**config.mk**
```make
export PLATFORM = sky130hd
export DESIGN_NAME = injector_fire_mask_by_crank_angle_unit
export DESIGN_NICKNAME = d
export VERILOG_FILES = /design/src/rtl/core/ifm_pkg.sv /design/src/rtl/core/ifm_cfg.sv /design/src/rtl/core/ifm_lane.sv /design/src/rtl/core/injector_fire_mask_by_crank_angle_unit.sv
export VERILOG_INCLUDE_DIRS = /design/src /design/src/rtl/core
export SDC_FILE = /design/constraint.sdc
export NUM_CORES = 1
export LEC_CHECK = 0
export ABC_AREA = 1
export BUFFER_PORTS_ARGS = -buffer_cell sky130_fd_sc_hd__buf_2
export CELL_PAD_IN_SITES_DETAIL_PLACEMENT = 0
export CELL_PAD_IN_SITES_GLOBAL_PLACEMENT = 1
export CORE_UTILIZATION = 40
export DETAILED_ROUTE_END_ITERATION = 12
export GPL_TIMING_DRIVEN = 0
export PLACE_DENSITY = 0.78
export SLEW_MARGIN = 30
export SYNTH_ARGS = -nofsm -noshare
export SYNTH_HDL_FRONTEND = slang
export SYNTH_SLANG_ARGS = --single-unit
export TNS_END_PERCENT = 10
```
**constraint.sdc**
```tcl
create_clock -name clk_i -period 3.4 [get_ports clk_i]
set_clock_uncertainty 0.05 [all_clocks]
set_input_delay 0.68 -clock clk_i [delete_from_list [all_inputs] [get_ports clk_i]]
set_output_delay 0.68 -clock clk_i [all_outputs]
set_load 0.02 [all_outputs]
```
**src/rtl/core/assert_macros.svh**
```systemverilog
// ----------------------------------------------------------------------------
// Assertion macros
// Shared concurrent assertion wrappers, clocked on clk_i, idle in reset.
// ----------------------------------------------------------------------------
`ifndef ASSERT_MACROS_SVH
`define ASSERT_MACROS_SVH

// property holds at every edge outside reset
`define ASSERT_ALWAYS(lbl, prop) \
  lbl: assert property (@(posedge clk_i) disable iff (!rst_ni) (prop)) \
    else $error("assertion failed");

// antecedent implies consequent in the same cycle
`define ASSERT_IMPLIES(lbl, ante, cons) \
  lbl: assert property (@(posedge clk_i) disable iff (!rst_ni) (ante) |-> (cons)) \
    else $error("assertion failed");

// antecedent implies consequent in the next cycle
`define ASSERT_NEXT(lbl, ante, cons) \
  lbl: assert property (@(posedge clk_i) disable iff (!rst_ni) (ante) |=> (cons)) \
    else $error("assertion failed");

`endif

```
**src/rtl/core/ifm_pkg.sv**
```systemverilog
// ----------------------------------------------------------------------------
// ifm_pkg
// Types, constants and start-angle tables for the injector fire mask unit.
// ----------------------------------------------------------------------------
package ifm_pkg;

  localparam int AngleW = 13;
  localparam int MaskW  = 8;
  localparam int CountW = 4;
  localparam int WdataW = 4;
  localparam int DiffW  = AngleW + 1;

  // angles in tenths of a degree
  localparam int CycleTenths  = 7200;
  localparam int HalfTenths   = 3600;
  localparam int WindowTenths = 50;

  localparam logic [1:0]        ModeReset  = 2'd2;
  localparam logic [CountW-1:0] CountReset = 4'd4;

  typedef enum logic [1:0] {
    MODE_SEQ    = 2'd0,
    MODE_BATCH  = 2'd1,
    MODE_SIMUL  = 2'd2,
    MODE_SINGLE = 2'd3
  } mode_e;

  typedef enum logic {
    CFG_MODE  = 1'b0,
    CFG_COUNT = 1'b1
  } cfg_idx_e;

  // first tenth of each cylinder's window: ceil(c*7200/n - 1800) mod 7200
  localparam logic [AngleW-1:0] SeqStart [0:8][0:7] = '{
    '{13'd0,    13'd0,    13'd0,    13'd0,    13'd0,    13'd0,    13'd0,    13'd0},
    '{13'd5400, 13'd0,    13'd0,    13'd0,    13'd0,    13'd0,    13'd0,    13'd0},
    '{13'd5400, 13'd1800, 13'd0,    13'd0,    13'd0,    13'd0,    13'd0,    13'd0},
    '{13'd5400, 13'd600,  13'd3000, 13'd0,    13'd0,    13'd0,    13'd0,    13'd0},
    '{13'd5400, 13'd0,    13'd1800, 13'd3600, 13'd0,    13'd0,    13'd0,    13'd0},
    '{13'd5400, 13'd6840, 13'd1080, 13'd2520, 13'd3960, 13'd0,    13'd0,    13'd0},
    '{13'd5400, 13'd6600, 13'd600,  13'd1800, 13'd3000, 13'd4200, 13'd0,    13'd0},
    '{13'd5400, 13'd6429, 13'd258,  13'd1286, 13'd2315, 13'd3343, 13'd4372, 13'd0},
    '{13'd5400, 13'd6300, 13'd0,    13'd900,  13'd1800, 13'd2700, 13'd3600, 13'd4500}
  };

  // first tenth of each pair's window by pair count: p*3600/pairs
  localparam logic [AngleW-1:0] BatchStart [0:4][0:3] = '{
    '{13'd0, 13'd0,    13'd0,    13'd0},
    '{13'd0, 13'd0,    13'd0,    13'd0},
    '{13'd0, 13'd1800, 13'd0,    13'd0},
    '{13'd0, 13'd1200, 13'd2400, 13'd0},
    '{13'd0, 13'd900,  13'd1800, 13'd2700}
  };

  typedef struct packed {
    mode_e                         mode;
    logic [MaskW-1:0]              en;
    logic [MaskW-1:0][AngleW-1:0]  start;
  } ifm_cfg_t;

endpackage

```
**src/rtl/core/ifm_cfg.sv**
```systemverilog
// ----------------------------------------------------------------------------
// ifm_cfg
// Mode and cylinder count registers; per-injector window start and enable.
// ----------------------------------------------------------------------------
`include "assert_macros.svh"

module ifm_cfg
  import ifm_pkg::*;
#(
  parameter int MaxCylinders = 8
) (
  input  logic              clk_i,
  input  logic              rst_ni,
  input  logic              cfg_we_i,
  input  cfg_idx_e          cfg_idx_i,
  input  logic [WdataW-1:0] cfg_wdata_i,
  output ifm_cfg_t          cfg_o
);

  mode_e             mode_q;
  logic [CountW-1:0] count_q;
  logic [CountW-1:0] n_used;
  logic [2:0]        pairs;
  logic [2:0]        lane_idx [MaskW];
  logic [1:0]        pair_idx [MaskW];

  always_ff @(posedge clk_i or negedge rst_ni) begin
    if (!rst_ni) begin
      mode_q  <= mode_e'(ModeReset);
      count_q <= CountReset;
    end else if (cfg_we_i) begin
      unique case (cfg_idx_i)
        CFG_MODE:  mode_q  <= mode_e'(cfg_wdata_i[1:0]);
        CFG_COUNT: count_q <= cfg_wdata_i[CountW-1:0];
        default:   ;
      endcase
    end
  end

  assign n_used = (count_q > CountW'(MaxCylinders)) ? CountW'(MaxCylinders) : count_q;
  assign pairs  = n_used[3:1];

  always_comb begin
    for (int c = 0; c < MaskW; c++) begin
      lane_idx[c] = 3'(c);
      if (lane_idx[c] < pairs) begin
        pair_idx[c] = lane_idx[c][1:0];
      end else begin
        pair_idx[c] = 2'(lane_idx[c] - pairs);
      end
    end
  end

  always_comb begin
    cfg_o.mode  = mode_q;
    cfg_o.en    = '0;
    cfg_o.start = '0;
    unique case (mode_q)
      MODE_SEQ: begin
        cfg_o.en = MaskW'(~({MaskW{1'b1}} << n_used));
        for (int c = 0; c < MaskW; c++) begin
          cfg_o.start[c] = SeqStart[n_used][c];
        end
      end
      MODE_BATCH: begin
        cfg_o.en = MaskW'(~({MaskW{1'b1}} << {pairs, 1'b0}));
        for (int c = 0; c < MaskW; c++) begin
          cfg_o.start[c] = BatchStart[pairs][pair_idx[c]];
        end
      end
      MODE_SIMUL: begin
        cfg_o.en = MaskW'(~({MaskW{1'b1}} << n_used));
      end
      MODE_SINGLE: begin
        cfg_o.en = MaskW'(1);
      end
      default: ;
    endcase
  end

  `ASSERT_ALWAYS(a_en_low_run, (cfg_o.en & (cfg_o.en + MaskW'(1))) == '0)
  `ASSERT_IMPLIES(a_single_lane0, mode_q == MODE_SINGLE, cfg_o.en == MaskW'(1))
  `ASSERT_ALWAYS(a_count_clamp, n_used <= CountW'(MaxCylinders))

endmodule

```
**src/rtl/core/ifm_lane.sv**
```systemverilog
// ----------------------------------------------------------------------------
// ifm_lane
// Window compare for one injector against its start angle.
// ----------------------------------------------------------------------------
module ifm_lane
  import ifm_pkg::*;
(
  input  logic [AngleW-1:0] angle_i,
  input  logic [AngleW-1:0] start_i,
  input  mode_e             mode_i,
  input  logic              en_i,
  output logic              hit_o
);

  logic signed [DiffW-1:0] diff;
  logic                    in_main;
  logic                    in_fwd_cycle;
  logic                    in_back_cycle;
  logic                    in_half;

  assign diff = $signed({1'b0, angle_i}) - $signed({1'b0, start_i});

  assign in_main       = (diff >= 0) && (diff < DiffW'(WindowTenths));
  assign in_fwd_cycle  = (diff >= DiffW'(CycleTenths)) &&
                         (diff <  DiffW'(CycleTenths + WindowTenths));
  assign in_back_cycle = (diff >= -DiffW'(CycleTenths)) &&
                         (diff <  -DiffW'(CycleTenths - WindowTenths));
  assign in_half       = (diff >= DiffW'(HalfTenths)) &&
                         (diff <  DiffW'(HalfTenths + WindowTenths));

  always_comb begin
    unique case (mode_i)
      MODE_SEQ:   hit_o = en_i && (in_main || in_fwd_cycle || in_back_cycle);
      MODE_BATCH: hit_o = en_i && (in_main || in_half);
      default:    hit_o = en_i && in_main;
    endcase
  end

endmodule

```
**src/rtl/core/injector_fire_mask_by_crank_angle_unit.sv**
```systemverilog
// ----------------------------------------------------------------------------
// injector_fire_mask_by_crank_angle_unit
// Crank angle in, injector fire mask out, by mode and cylinder count.
// ----------------------------------------------------------------------------
// One crank angle request is taken per clock while the output is not stalled.
// An input register feeds one row of window comparators (one per
// injector) whose outputs land in the result register. Window starts come
// straight from constant tables indexed by the configured cylinder count, so
// a configuration write is effective on the next request. No clearing pass.
`include "assert_macros.svh"

module injector_fire_mask_by_crank_angle_unit
  import ifm_pkg::*;
#(
  parameter int MaxCylinders = 8
) (
  input  logic              clk_i,
  input  logic              rst_ni,
  input  logic              s_axis_tvalid,
  output logic              s_axis_tready,
  input  logic [15:0]       s_axis_tdata,   // [12:0] angle in tenths, [15:13] zero
  output logic              m_axis_tvalid,
  input  logic              m_axis_tready,
  output logic [MaskW-1:0]  m_axis_tdata,   // [7:0] fire mask
  input  logic              cfg_we_i,
  input  cfg_idx_e          cfg_idx_i,
  input  logic [WdataW-1:0] cfg_wdata_i
);

  ifm_cfg_t          cfg;
  logic              s1_valid_q, s1_valid_d;
  logic [AngleW-1:0] s1_angle_q;
  logic              res_valid_q, res_valid_d;
  logic [MaskW-1:0]  res_mask_q;
  logic [MaskW-1:0]  hit;
  logic              res_ready;
  logic              s1_ready;
  logic              s1_load;
  logic              res_load;

  ifm_cfg #(
    .MaxCylinders(MaxCylinders)
  ) u_cfg (
    .clk_i      (clk_i),
    .rst_ni     (rst_ni),
    .cfg_we_i   (cfg_we_i),
    .cfg_idx_i  (cfg_idx_i),
    .cfg_wdata_i(cfg_wdata_i),
    .cfg_o      (cfg)
  );

  for (genvar c = 0; c < MaskW; c++) begin : g_lane
    if (c < MaxCylinders) begin : g_on
      ifm_lane u_lane (
        .angle_i(s1_angle_q),
        .start_i(cfg.start[c]),
        .mode_i (cfg.mode),
        .en_i   (cfg.en[c]),
        .hit_o  (hit[c])
      );
    end else begin : g_off
      assign hit[c] = 1'b0;
    end
  end

  assign res_ready     = !res_valid_q || m_axis_tready;
  assign s1_ready      = !s1_valid_q || res_ready;
  assign s1_load       = s_axis_tvalid && s1_ready;
  assign res_load      = s1_valid_q && res_ready;
  assign s_axis_tready = s1_ready;
  assign s1_valid_d    = s1_ready ? s_axis_tvalid : s1_valid_q;
  assign res_valid_d   = res_ready ? s1_valid_q : res_valid_q;

  always_ff @(posedge clk_i or negedge rst_ni) begin
    if (!rst_ni) begin
      s1_valid_q  <= 1'b0;
      res_valid_q <= 1'b0;
    end else begin
      s1_valid_q  <= s1_valid_d;
      res_valid_q <= res_valid_d;
    end
  end

  always_ff @(posedge clk_i) begin
    if (s1_load) begin
      s1_angle_q <= s_axis_tdata[AngleW-1:0];
    end
    if (res_load) begin
      res_mask_q <= hit;
    end
  end

  assign m_axis_tvalid = res_valid_q;
  assign m_axis_tdata  = res_mask_q;

  `ASSERT_NEXT(a_res_follows, res_load, res_valid_q)
  `ASSERT_NEXT(a_s1_hold, s1_valid_q && !res_ready, s1_valid_q && $stable(s1_angle_q))
  `ASSERT_NEXT(a_mask_in_en, res_load, (res_mask_q & ~$past(cfg.en)) == '0)

endmodule

```
==> impl_results.md, run 1 <==
- Status: finished, violations left
- Violated checks: setup timing
- GR Layer Usage met1: 34.6%
- Cell Chain, Critical Path: buf_4, nor2_4, ha_4, inv_2, nor2_2, inv_2, nor2_4, nand2_4, nor2_4, nor2_4, inv_2, nor2_1, ha_1, nand2_1, nand3_1, xnor2_2, nand2_1, o21ai_0, nand2_1, nor2_1, nand3b_1, nand2_1, nand2_1, a21oi_1
- Post-synthesis async set-or-reset flop share: 27.6%
- Grt total ovfl: 0
- CTS tree: yes
- Number of setup violations in the final report: 8
- Fraction of layout cells with a size suffix above 1: 22.5%
- Bufs and invs on worst path: 4
- Layout fillers: 2101
- Max IR drop VDD: 323 µV
- Crit Path Class: flop to flop
- Setup ws final: -176 ps
- Critical Path Slowest Stage Cell: dfrtp_2
- Largest family of logic cells by synthesized area: simple AND/OR/NAND/NOR gates
- CP required: 3500 ps
- Drc violations: 0
- CP max FO: 5
- Drt pass-1 iters: 5
- Reg2Reg Setup Slack: -180 ps
- Slew HR: between 40% and 50%
- Total GRT Usage: 26.0%
- Clock Sinks: 29
- Min-delay worst type: input port to async pin
- Adder-cell area share of the yosys netlist: 16.4%
- HPWL Detailed: between 20000 and 25000 µm
- Initial Util: about two fifths
- TritonCTS Buffers: 5
- Slew Viols, Final: 0
- Avg WL per Cell: 15.2 µm
- DRT iter0 DRCs: 715
- I/O pin count: 36
- Total routed wirelength: 28700 µm
- Worst path max stage delay: 440 ps
- N_diodes: 0
- H-tree levels: 2
- Post-DRT Antenna Nets: 0
- Period Utilization, post-route: 105%
- Worst Tran Pin Value: 873 ps
- Crit path DAT: between 3000 and 4000 ps
- Post-route cell area: 0.0107 mm²
- Area growth syn-to-layout: 27.6%
- Avg Inst Size Synth: 5.51 µm²
- Endpoints failing hold: 0
- Pwr dens: 390 mW/mm²
- Met2 Usage GRT: 44.5%
- Vias in the first global route: 9095
- Startpoint types: flop
- Ys Warns: 0
- Post-Syn Instances: approximately 1500
- Max-Cap Viols: 0
- Synth Cell Area: ~0.0084 mm²
- Clock Path Buffers: 2
- CP most frequent cell: nand2_1
- Commonest non-fill, non-tap cell in the layout: nand2_1
- Vias per cell: about 5.2
- Top FF cell, synth: edfxtp_1
- Clk_lat worst skew: 280 ps
- Clk Tree Root Cell: clkbuf_16
- First-pass GRT wire length: 44800 µm
- Yosys cell types: 46
- Die ar.: 0.0215 mm²
- Global placement routability congestion: 0.951
- #FFs+latches synth: 29
- Total core area: 0.0204 mm²
- Largest net degree at the start of global routing: 14
- # port buffers: 32
- Synth Area in XOR/XNOR: between 2 and 3%
- Post-synth EDFFs: 21
- Chip Height: 147 µm
- Initial antenna violation count: 1
- Routing usage on met3: 3.22%
- Max Clk Rate: 280 MHz
- DP Area: 0.00890 mm²
- Fin nets: ~1800
- Sequential fraction of the synthesis area: 9.96%
- CP endpoint kind: flop
- P_leak: 5.39 nW
- Final Core Density: a little over half
- FP Rows: 52
- DR vias: 9907
- Most crowded layer after global routing: met2
- Top Family by Delay on Critical Path: simple AND/OR/NAND/NOR gates
- Compound-Gate Fraction of Synth Area: 11.4%
- Multiplexer share of the synthesized area: 0%
- Simple-gate share of the synthesized area: a little under half
- RSZ-0062 raised after global routing: true
- Reg clk slew, reported paths: approximately 60 ps
- Final min period: 3580 ps
- Die width: approximately 150 µm
- Leading cell types in the layout, fill and taps excluded: nand2_1 (437), inv_1 (226), nor2_1 (156)
==> per-layer routing <==
metal	up-vias	share of wire, %
met5	-	0
met4	0	1.9
met3	44	5.8
met2	321	47
met1	4462	46
li1	5080	-
==> state kept, by name, summed over array words and instances, names as in the netlist <==
register,cells
s1_angle_q,13
m_axis_tdata,8
u_cfg.count_q,4
u_cfg.mode_q,2
m_axis_tvalid,1
s1_valid_q,1
==> cell usage after synthesis (2+ instances only) <==
master	n	share of area, %
nor2_1	203	9.1
buf_2	3	0.18
a21boi_1	2	0.18
o21a_1	3	0.27
buf_4	4	0.36
nor2_2	12	0.90
and2_1	2	0.15
nand2_1	474	21
clkinv_1	2	0.090
o21ai_1	4	0.24
a21boi_0	2	0.18
nand2_2	18	1.3
conb_1	2	0.090
edfxtp_1	21	7.5
ha_1	100	15
a21oi_1	81	4.8
a211oi_1	6	0.54
xor2_1	17	1.8
nand3b_1	18	1.6
a31oi_1	5	0.37
nand4_1	32	2.4
inv_1	248	11
dfrtp_1	6	1.8
fa_1	6	1.4
nand3_1	134	8.0
o21bai_1	10	0.90
xnor2_1	6	0.63
inv_2	6	0.27
o211ai_1	2	0.18
dfstp_2	2	0.63
a21oi_2	9	0.94
o21ai_0	38	2.3
xor2_2	3	0.58
nor3_1	24	1.4
==> path summary, 6_finish.rpt <==
| kind | start | endpoint | depth (start not counted) |
|---|---|---|---|
| min in group clk_i | s1_valid_q$_DFFE_PN0N_ | m_axis_tvalid$_DFFE_PN0P_ | 2 |
| worst min-delay path | rst_ni | m_axis_tvalid$_DFFE_PN0P_ | 1 |
| max in group asynchronous | rst_ni | u_cfg.count_q[2]$_DFFE_PN1P_ | 1 |
| worst min register to register | s1_valid_q$_DFFE_PN0N_ | m_axis_tvalid$_DFFE_PN0P_ | 2 |
| worst max register to register | u_cfg.count_q[3]$_DFFE_PN0P_ | m_axis_tdata[2]$_DFFE_PP_ | 24 |
| worst max-delay path | u_cfg.count_q[3]$_DFFE_PN0P_ | m_axis_tdata[2]$_DFFE_PP_ | 24 |
==> power by group <==
| group | leakage [nW] | switching, mW | internal, mW | total, mW |
|---|---|---|---|---|
| clock | 0.0768 | 0.181 | 0.291 | 0.472 |
| combinational | 5.02 | 2.01 | 1.17 | 3.18 |
| sequential | 0.294 | 0.0811 | 0.429 | 0.510 |
| total | 5.39 | 2.28 | 1.89 | 4.16 |
==> kinds of logic after synthesis <==
| group | count (synthesis) |
|---|---|
| AND/OR/NAND/NOR | 924 |
| buffers and inverters | 263 |
| AO/OA/AOI/OAI | 167 |
| adder cells (fa/ha/maj) | 106 |
| flip-flops | 29 |
| XOR/XNOR | 26 |
| other | 2 |
==> cell type report <==
cell class / count / area (µm²) / share of cell area (%)
Multi-Input combinational cell: 1229 / 7580 / 71.0
Inverter: 256 / 993 / 9.31
Sequential cell: 29 / 840 / 7.87
Timing Repair Buffer: 96 / 713 / 6.68
Tap cell: 270 / 338 / 3.17
Clock buffer: 6 / 139 / 1.30
Buffer: 6 / 57.6 / 0.539
Clock inverter: 2 / 13.8 / 0.129
==> worst reg2reg max path: stages (launching register included) <==
cell and delay, ps:
dfrtp_2 440, buf_4 150, nor2_4 220, ha_4 180, inv_2 30, nor2_2 120, inv_2 90, nor2_4 160
nand2_4 110, nor2_4 130, nor2_4 50, inv_2 70, nor2_1 40, ha_1 340, nand2_1 120, nand3_1 140
xnor2_2 240, nand2_1 100, o21ai_0 180, nand2_1 70, nor2_1 100, nand3b_1 80, nand2_1 60, nand2_1 50
a21oi_1 130
==> per-stage QoR <==
stage	TNS, ps	total power [mW]	std cells	setup slack [ps]	hold WS [ps]
global placement	-5980	3.13	1823	-975	424
finish	-1070	4.16	1894	-176	182
CTS	-655	3.90	1872	-94.1	183
global route	-2830	4.58	1894	-379	187
detailed placement	-6040	3.14	1823	-950	435
floorplan	-3.47	2.53	1521	-3.47	334
==> timing repair <==
item | in CTS | in global routing
buffers inserted | 42 | 22
setup endpoints to repair | 8 | 8
pin swaps | 41 | 59
hold buffers | 0 | 0
resized for setup | 157 | 116
cloned | 0 | 0
Note: power is estimated with default switching activity, not from simulation.
==> run 2, diff against run 1 <==
--- a/config.mk
+++ b/config.mk
@@ -13,9 +13,10 @@
 export CORE_UTILIZATION = 40
 export DETAILED_ROUTE_END_ITERATION = 12
 export GPL_TIMING_DRIVEN = 0
-export PLACE_DENSITY = 0.78
+export PLACE_DENSITY = 0.75
+export REMOVE_ABC_BUFFERS = 1
 export SLEW_MARGIN = 30
 export SYNTH_ARGS = -nofsm -noshare
 export SYNTH_HDL_FRONTEND = slang
 export SYNTH_SLANG_ARGS = --single-unit
-export TNS_END_PERCENT = 10
+export TNS_END_PERCENT = 100
==> constraint.sdc (replaced) <==
create_clock -name clk_i -period 3.8 [get_ports clk_i]
set_clock_uncertainty 0.05 [all_clocks]
set_input_delay 0.76 -clock clk_i [delete_from_list [all_inputs] [get_ports clk_i]]
set_output_delay 0.76 -clock clk_i [all_outputs]
set_load 0.02 [all_outputs]
==> run 2 against run 1 <==
Against the previous run:
- the flow now finishes without violations
- core utilization down 1.6 points
- sequential share of layout area rose by 0.26 points
- non-clock buffer count up 2
- power shrank 13%
- sequential power shrank 9.8%
- largest power group unchanged
- first-iteration DRC count is 15% lower
==> impl_results.md, run 2 (synthesized netlist as in run 1, its figures left out) <==
- Status: completed
- FP Rows: 52 (unchanged)
- Layout fillers: 2137 (+1.7%)
- Area growth syn-to-layout: 23.7%
- Total routed wirelength: 29400 µm (+2.5%)
- Final min period: 3720 ps (+147 ps)
- Startpoint types: flop
- Fraction of layout cells with a size suffix above 1: 19.5% (-3.1 points)
- TritonCTS Buffers: 5 (unchanged)
- Clk pwr share: 10.9% (-0.4 points)
- Endpoints failing hold: 0 (unchanged)
- HPWL Detailed: 22400 µm (+1.8%)
- Max-Cap Viols: 0 (unchanged)
- Largest net degree at the start of global routing: 18 (+4)
- Avg WL per Cell: 15.5 µm (+2.4%)
- CTS tree: yes
- # port buffers: 32 (unchanged)
- N_diodes: 0 (unchanged)
- Comb power frac: 76.5% (about the same)
- RR Startpoint: u_cfg.count_q[3]$_DFFE_PN0P_
- Clk_lat worst skew: 280 ps (about the same)
- Stages on worst setup path: 21 (-13%)
- Cell Chain, Critical Path: buf_6, nor2_4, clkinvlp_4, ha_4, buf_4, o21ai_2, inv_2, nor2_4, nor3_2, ha_1, buf_4, nand2_1, nor2_1, nand2_1, nand2_1, nand2_2, a21boi_1, xor2_1, a21oi_1, nand2_1, a21oi_1
- Period Utilization, post-route: 98.0% (-7.2 points)
- Critical Path Slowest Stage Cell: dfrtp_2
- Sw Share: 54.9% (+0.28 points)
- CP endpoint kind: flop
- Commonest non-fill, non-tap cell in the layout: nand2_1
- Total GRT Usage: 26.1% (+0.032 points)
- Reg2Reg Setup Slack: 80 ps (+250 ps)
- P_leak: 5.36 nW (-0.60%)
- Chip Height: 147 µm (unchanged)
- Clock Sinks: 29 (unchanged)
- Worst Tran Pin Value: 902 ps (+28.7 ps)
- Initial Util: 41.1% (unchanged)
- Grt total ovfl: 0 (unchanged)
- Global placement routability congestion: 0.944 (-0.69%)
- Largest Register: s1_angle_q
- Initial antenna violation count: 0 (-1)
- DRT iter0 DRCs: 608 (-15%)
- Final TNS setup: 0 ps (+1070 ps)
- Slew Viols, Final: 0 (unchanged)
- I/O pin count: 36 (unchanged)
- Slew HR: 39.9% (-1.9 points)
- CP required: 3780 ps (+280 ps)
- DR vias: 9937 (+0.30%)
- Crit path DAT: 3700 ps (+30 ps)
- Drt pass-1 iters: 8 (+3)
- Drc violations: 0 (unchanged)
- Clock Path Buffers: 2 (unchanged)
- H-tree levels: 2 (unchanged)
- Tot Pwr: 3.64 mW (-13%)
- Reg clk slew, reported paths: 60 ps (about the same)
- Crit Path Class: flop to flop
- First-pass GRT wire length: 44600 µm (-0.52%)
- Min-delay worst type: input port to async pin
- Die width: 147 µm (unchanged)
- Clk Tree Root Cell: clkbuf_16
- Max FFs per register: 13 (unchanged)
- Top Family by Delay on Critical Path: simple AND/OR/NAND/NOR gates
- Post-DRT Antenna Nets: 0 (unchanged)
- NetSw: 2.00 mW (-12%)
- Fin nets: 1758 (+0.17%)
- Int Pwr: 1.64 mW (-13%)
- RSZ-0062 raised after global routing: true
- Number of setup violations in the final report: 0 (-8)
- Worst path max stage delay: 480 ps (+40 ps)
- CP max FO: 5 (unchanged)
- Seq pwr share: 12.6% (+0.3 points)
- Pwr dens: 352 mW/mm² (-9.9%)
- Bufs and invs on worst path: 5 (+1)
- Max IR drop VDD: 212 µV (-35%)
- Max Clk Rate: 269 MHz (-3.9%)
- Vias per cell: 5.24 (+0.14%)
- Vias in the first global route: 8948 (-1.6%)
- Leading cell types in the layout, fill and taps excluded: nand2_1 (454), inv_1 (232), nor2_1 (161)
- Crit path from: u_cfg.count_q[3]$_DFFE_PN0P_
- Critical path endpoint: m_axis_tdata[2]$_DFFE_PP_
- Total core area: 0.0204 mm² (unchanged)
- Worst r2r dst: m_axis_tdata[2]$_DFFE_PP_
- Worst reg2reg path depth: 21 (-13%)
- CP most frequent cell: nand2_1
- Die ar.: 0.0215 mm² (unchanged)
run 2: worst min-delay path by stage:
stage                                       from                     endpoint  slack, ps  cells after the start
after detailed placement  s1_valid_q$_DFFE_PN0N_    m_axis_tvalid$_DFFE_PN0P_        440                      2
after CTS                                 rst_ni    m_axis_tvalid$_DFFE_PN0P_        270                      1
after floorplan           s1_valid_q$_DFFE_PN0N_    m_axis_tvalid$_DFFE_PN0P_        400                      2
final                                     rst_ni  u_cfg.mode_q[0]$_DFFE_PN0P_        270                      1
after global routing                      rst_ni       s1_valid_q$_DFFE_PN0N_        270                      1
after global placement    s1_valid_q$_DFFE_PN0N_    m_axis_tvalid$_DFFE_PN0P_        420                      2
run 2: layout make-up:
cell class	count	area (µm²)	area share [%]
Clock buffer	5	125	1.21
Clock inverter	3	17.5	0.169
Inverter	256	997	9.63
Multi-Input combinational cell	1230	7270	70.3
Sequential cell	29	841	8.12
Tap cell	270	338	3.26
Timing Repair Buffer	104	758	7.33
run 2: timing repair:
item                       4_1_cts  5_1_grt
gates cloned                     0        1
setup buffers                   24       48
setup endpoints to repair        8        8
pin swaps                        7       50
gates resized for setup         57      148
hold buffers                     0        0
run 2: per-stage QoR:
step | util, % | instances | setup WS, ps | area [µm²] | hold slack, ps
2_1_floorplan | - | 1514 | 146 | 8330 | 397
3_3_place_gp | 43.4 | 1816 | -1540 | 8830 | 420
3_5_place_dp | 43.4 | 1816 | -1480 | 8840 | 437
4_1_cts | 46.0 | 1848 | 1.90 | 9360 | 267
5_1_grt | 50.8 | 1897 | -103 | 10300 | 272
6_report | 50.8 | 1897 | 77.1 | 10300 | 267
run 2: layer usage:
layer | global-route usage [%] | vias up | routed length [µm]
met3 | 3.56 | 63 | 1670
met1 | 33.7 | 4492 | 13000
li1 | - | 5081 | -
met5 | 0 | - | 0
met2 | 45.5 | 301 | 14100
met4 | 5.99 | 0 | 726
run 2: worst reg2reg max path: cells and delay by family, from the launching register on:
family                     cells  cell delay (ps)
and+or+nand+nor                9              890
buffers and inverters          5              730
adders and majority gates      2              620
DFF                            1              480
AOI/OAI and AO/OA              4              450
xor gates and xnor gates       1              250
run 2: power groups by stage:
stage / clock, mW / sequential [mW] / combinational [mW]
finish: 0.397 / 0.460 / 2.78
detailed placement: 0 / 0.467 / 2.33
global placement: 0 / 0.467 / 2.32
global route: 0.414 / 0.461 / 3.14
floorplan: 0 / 0.442 / 1.80
CTS: 0.398 / 0.458 / 2.45
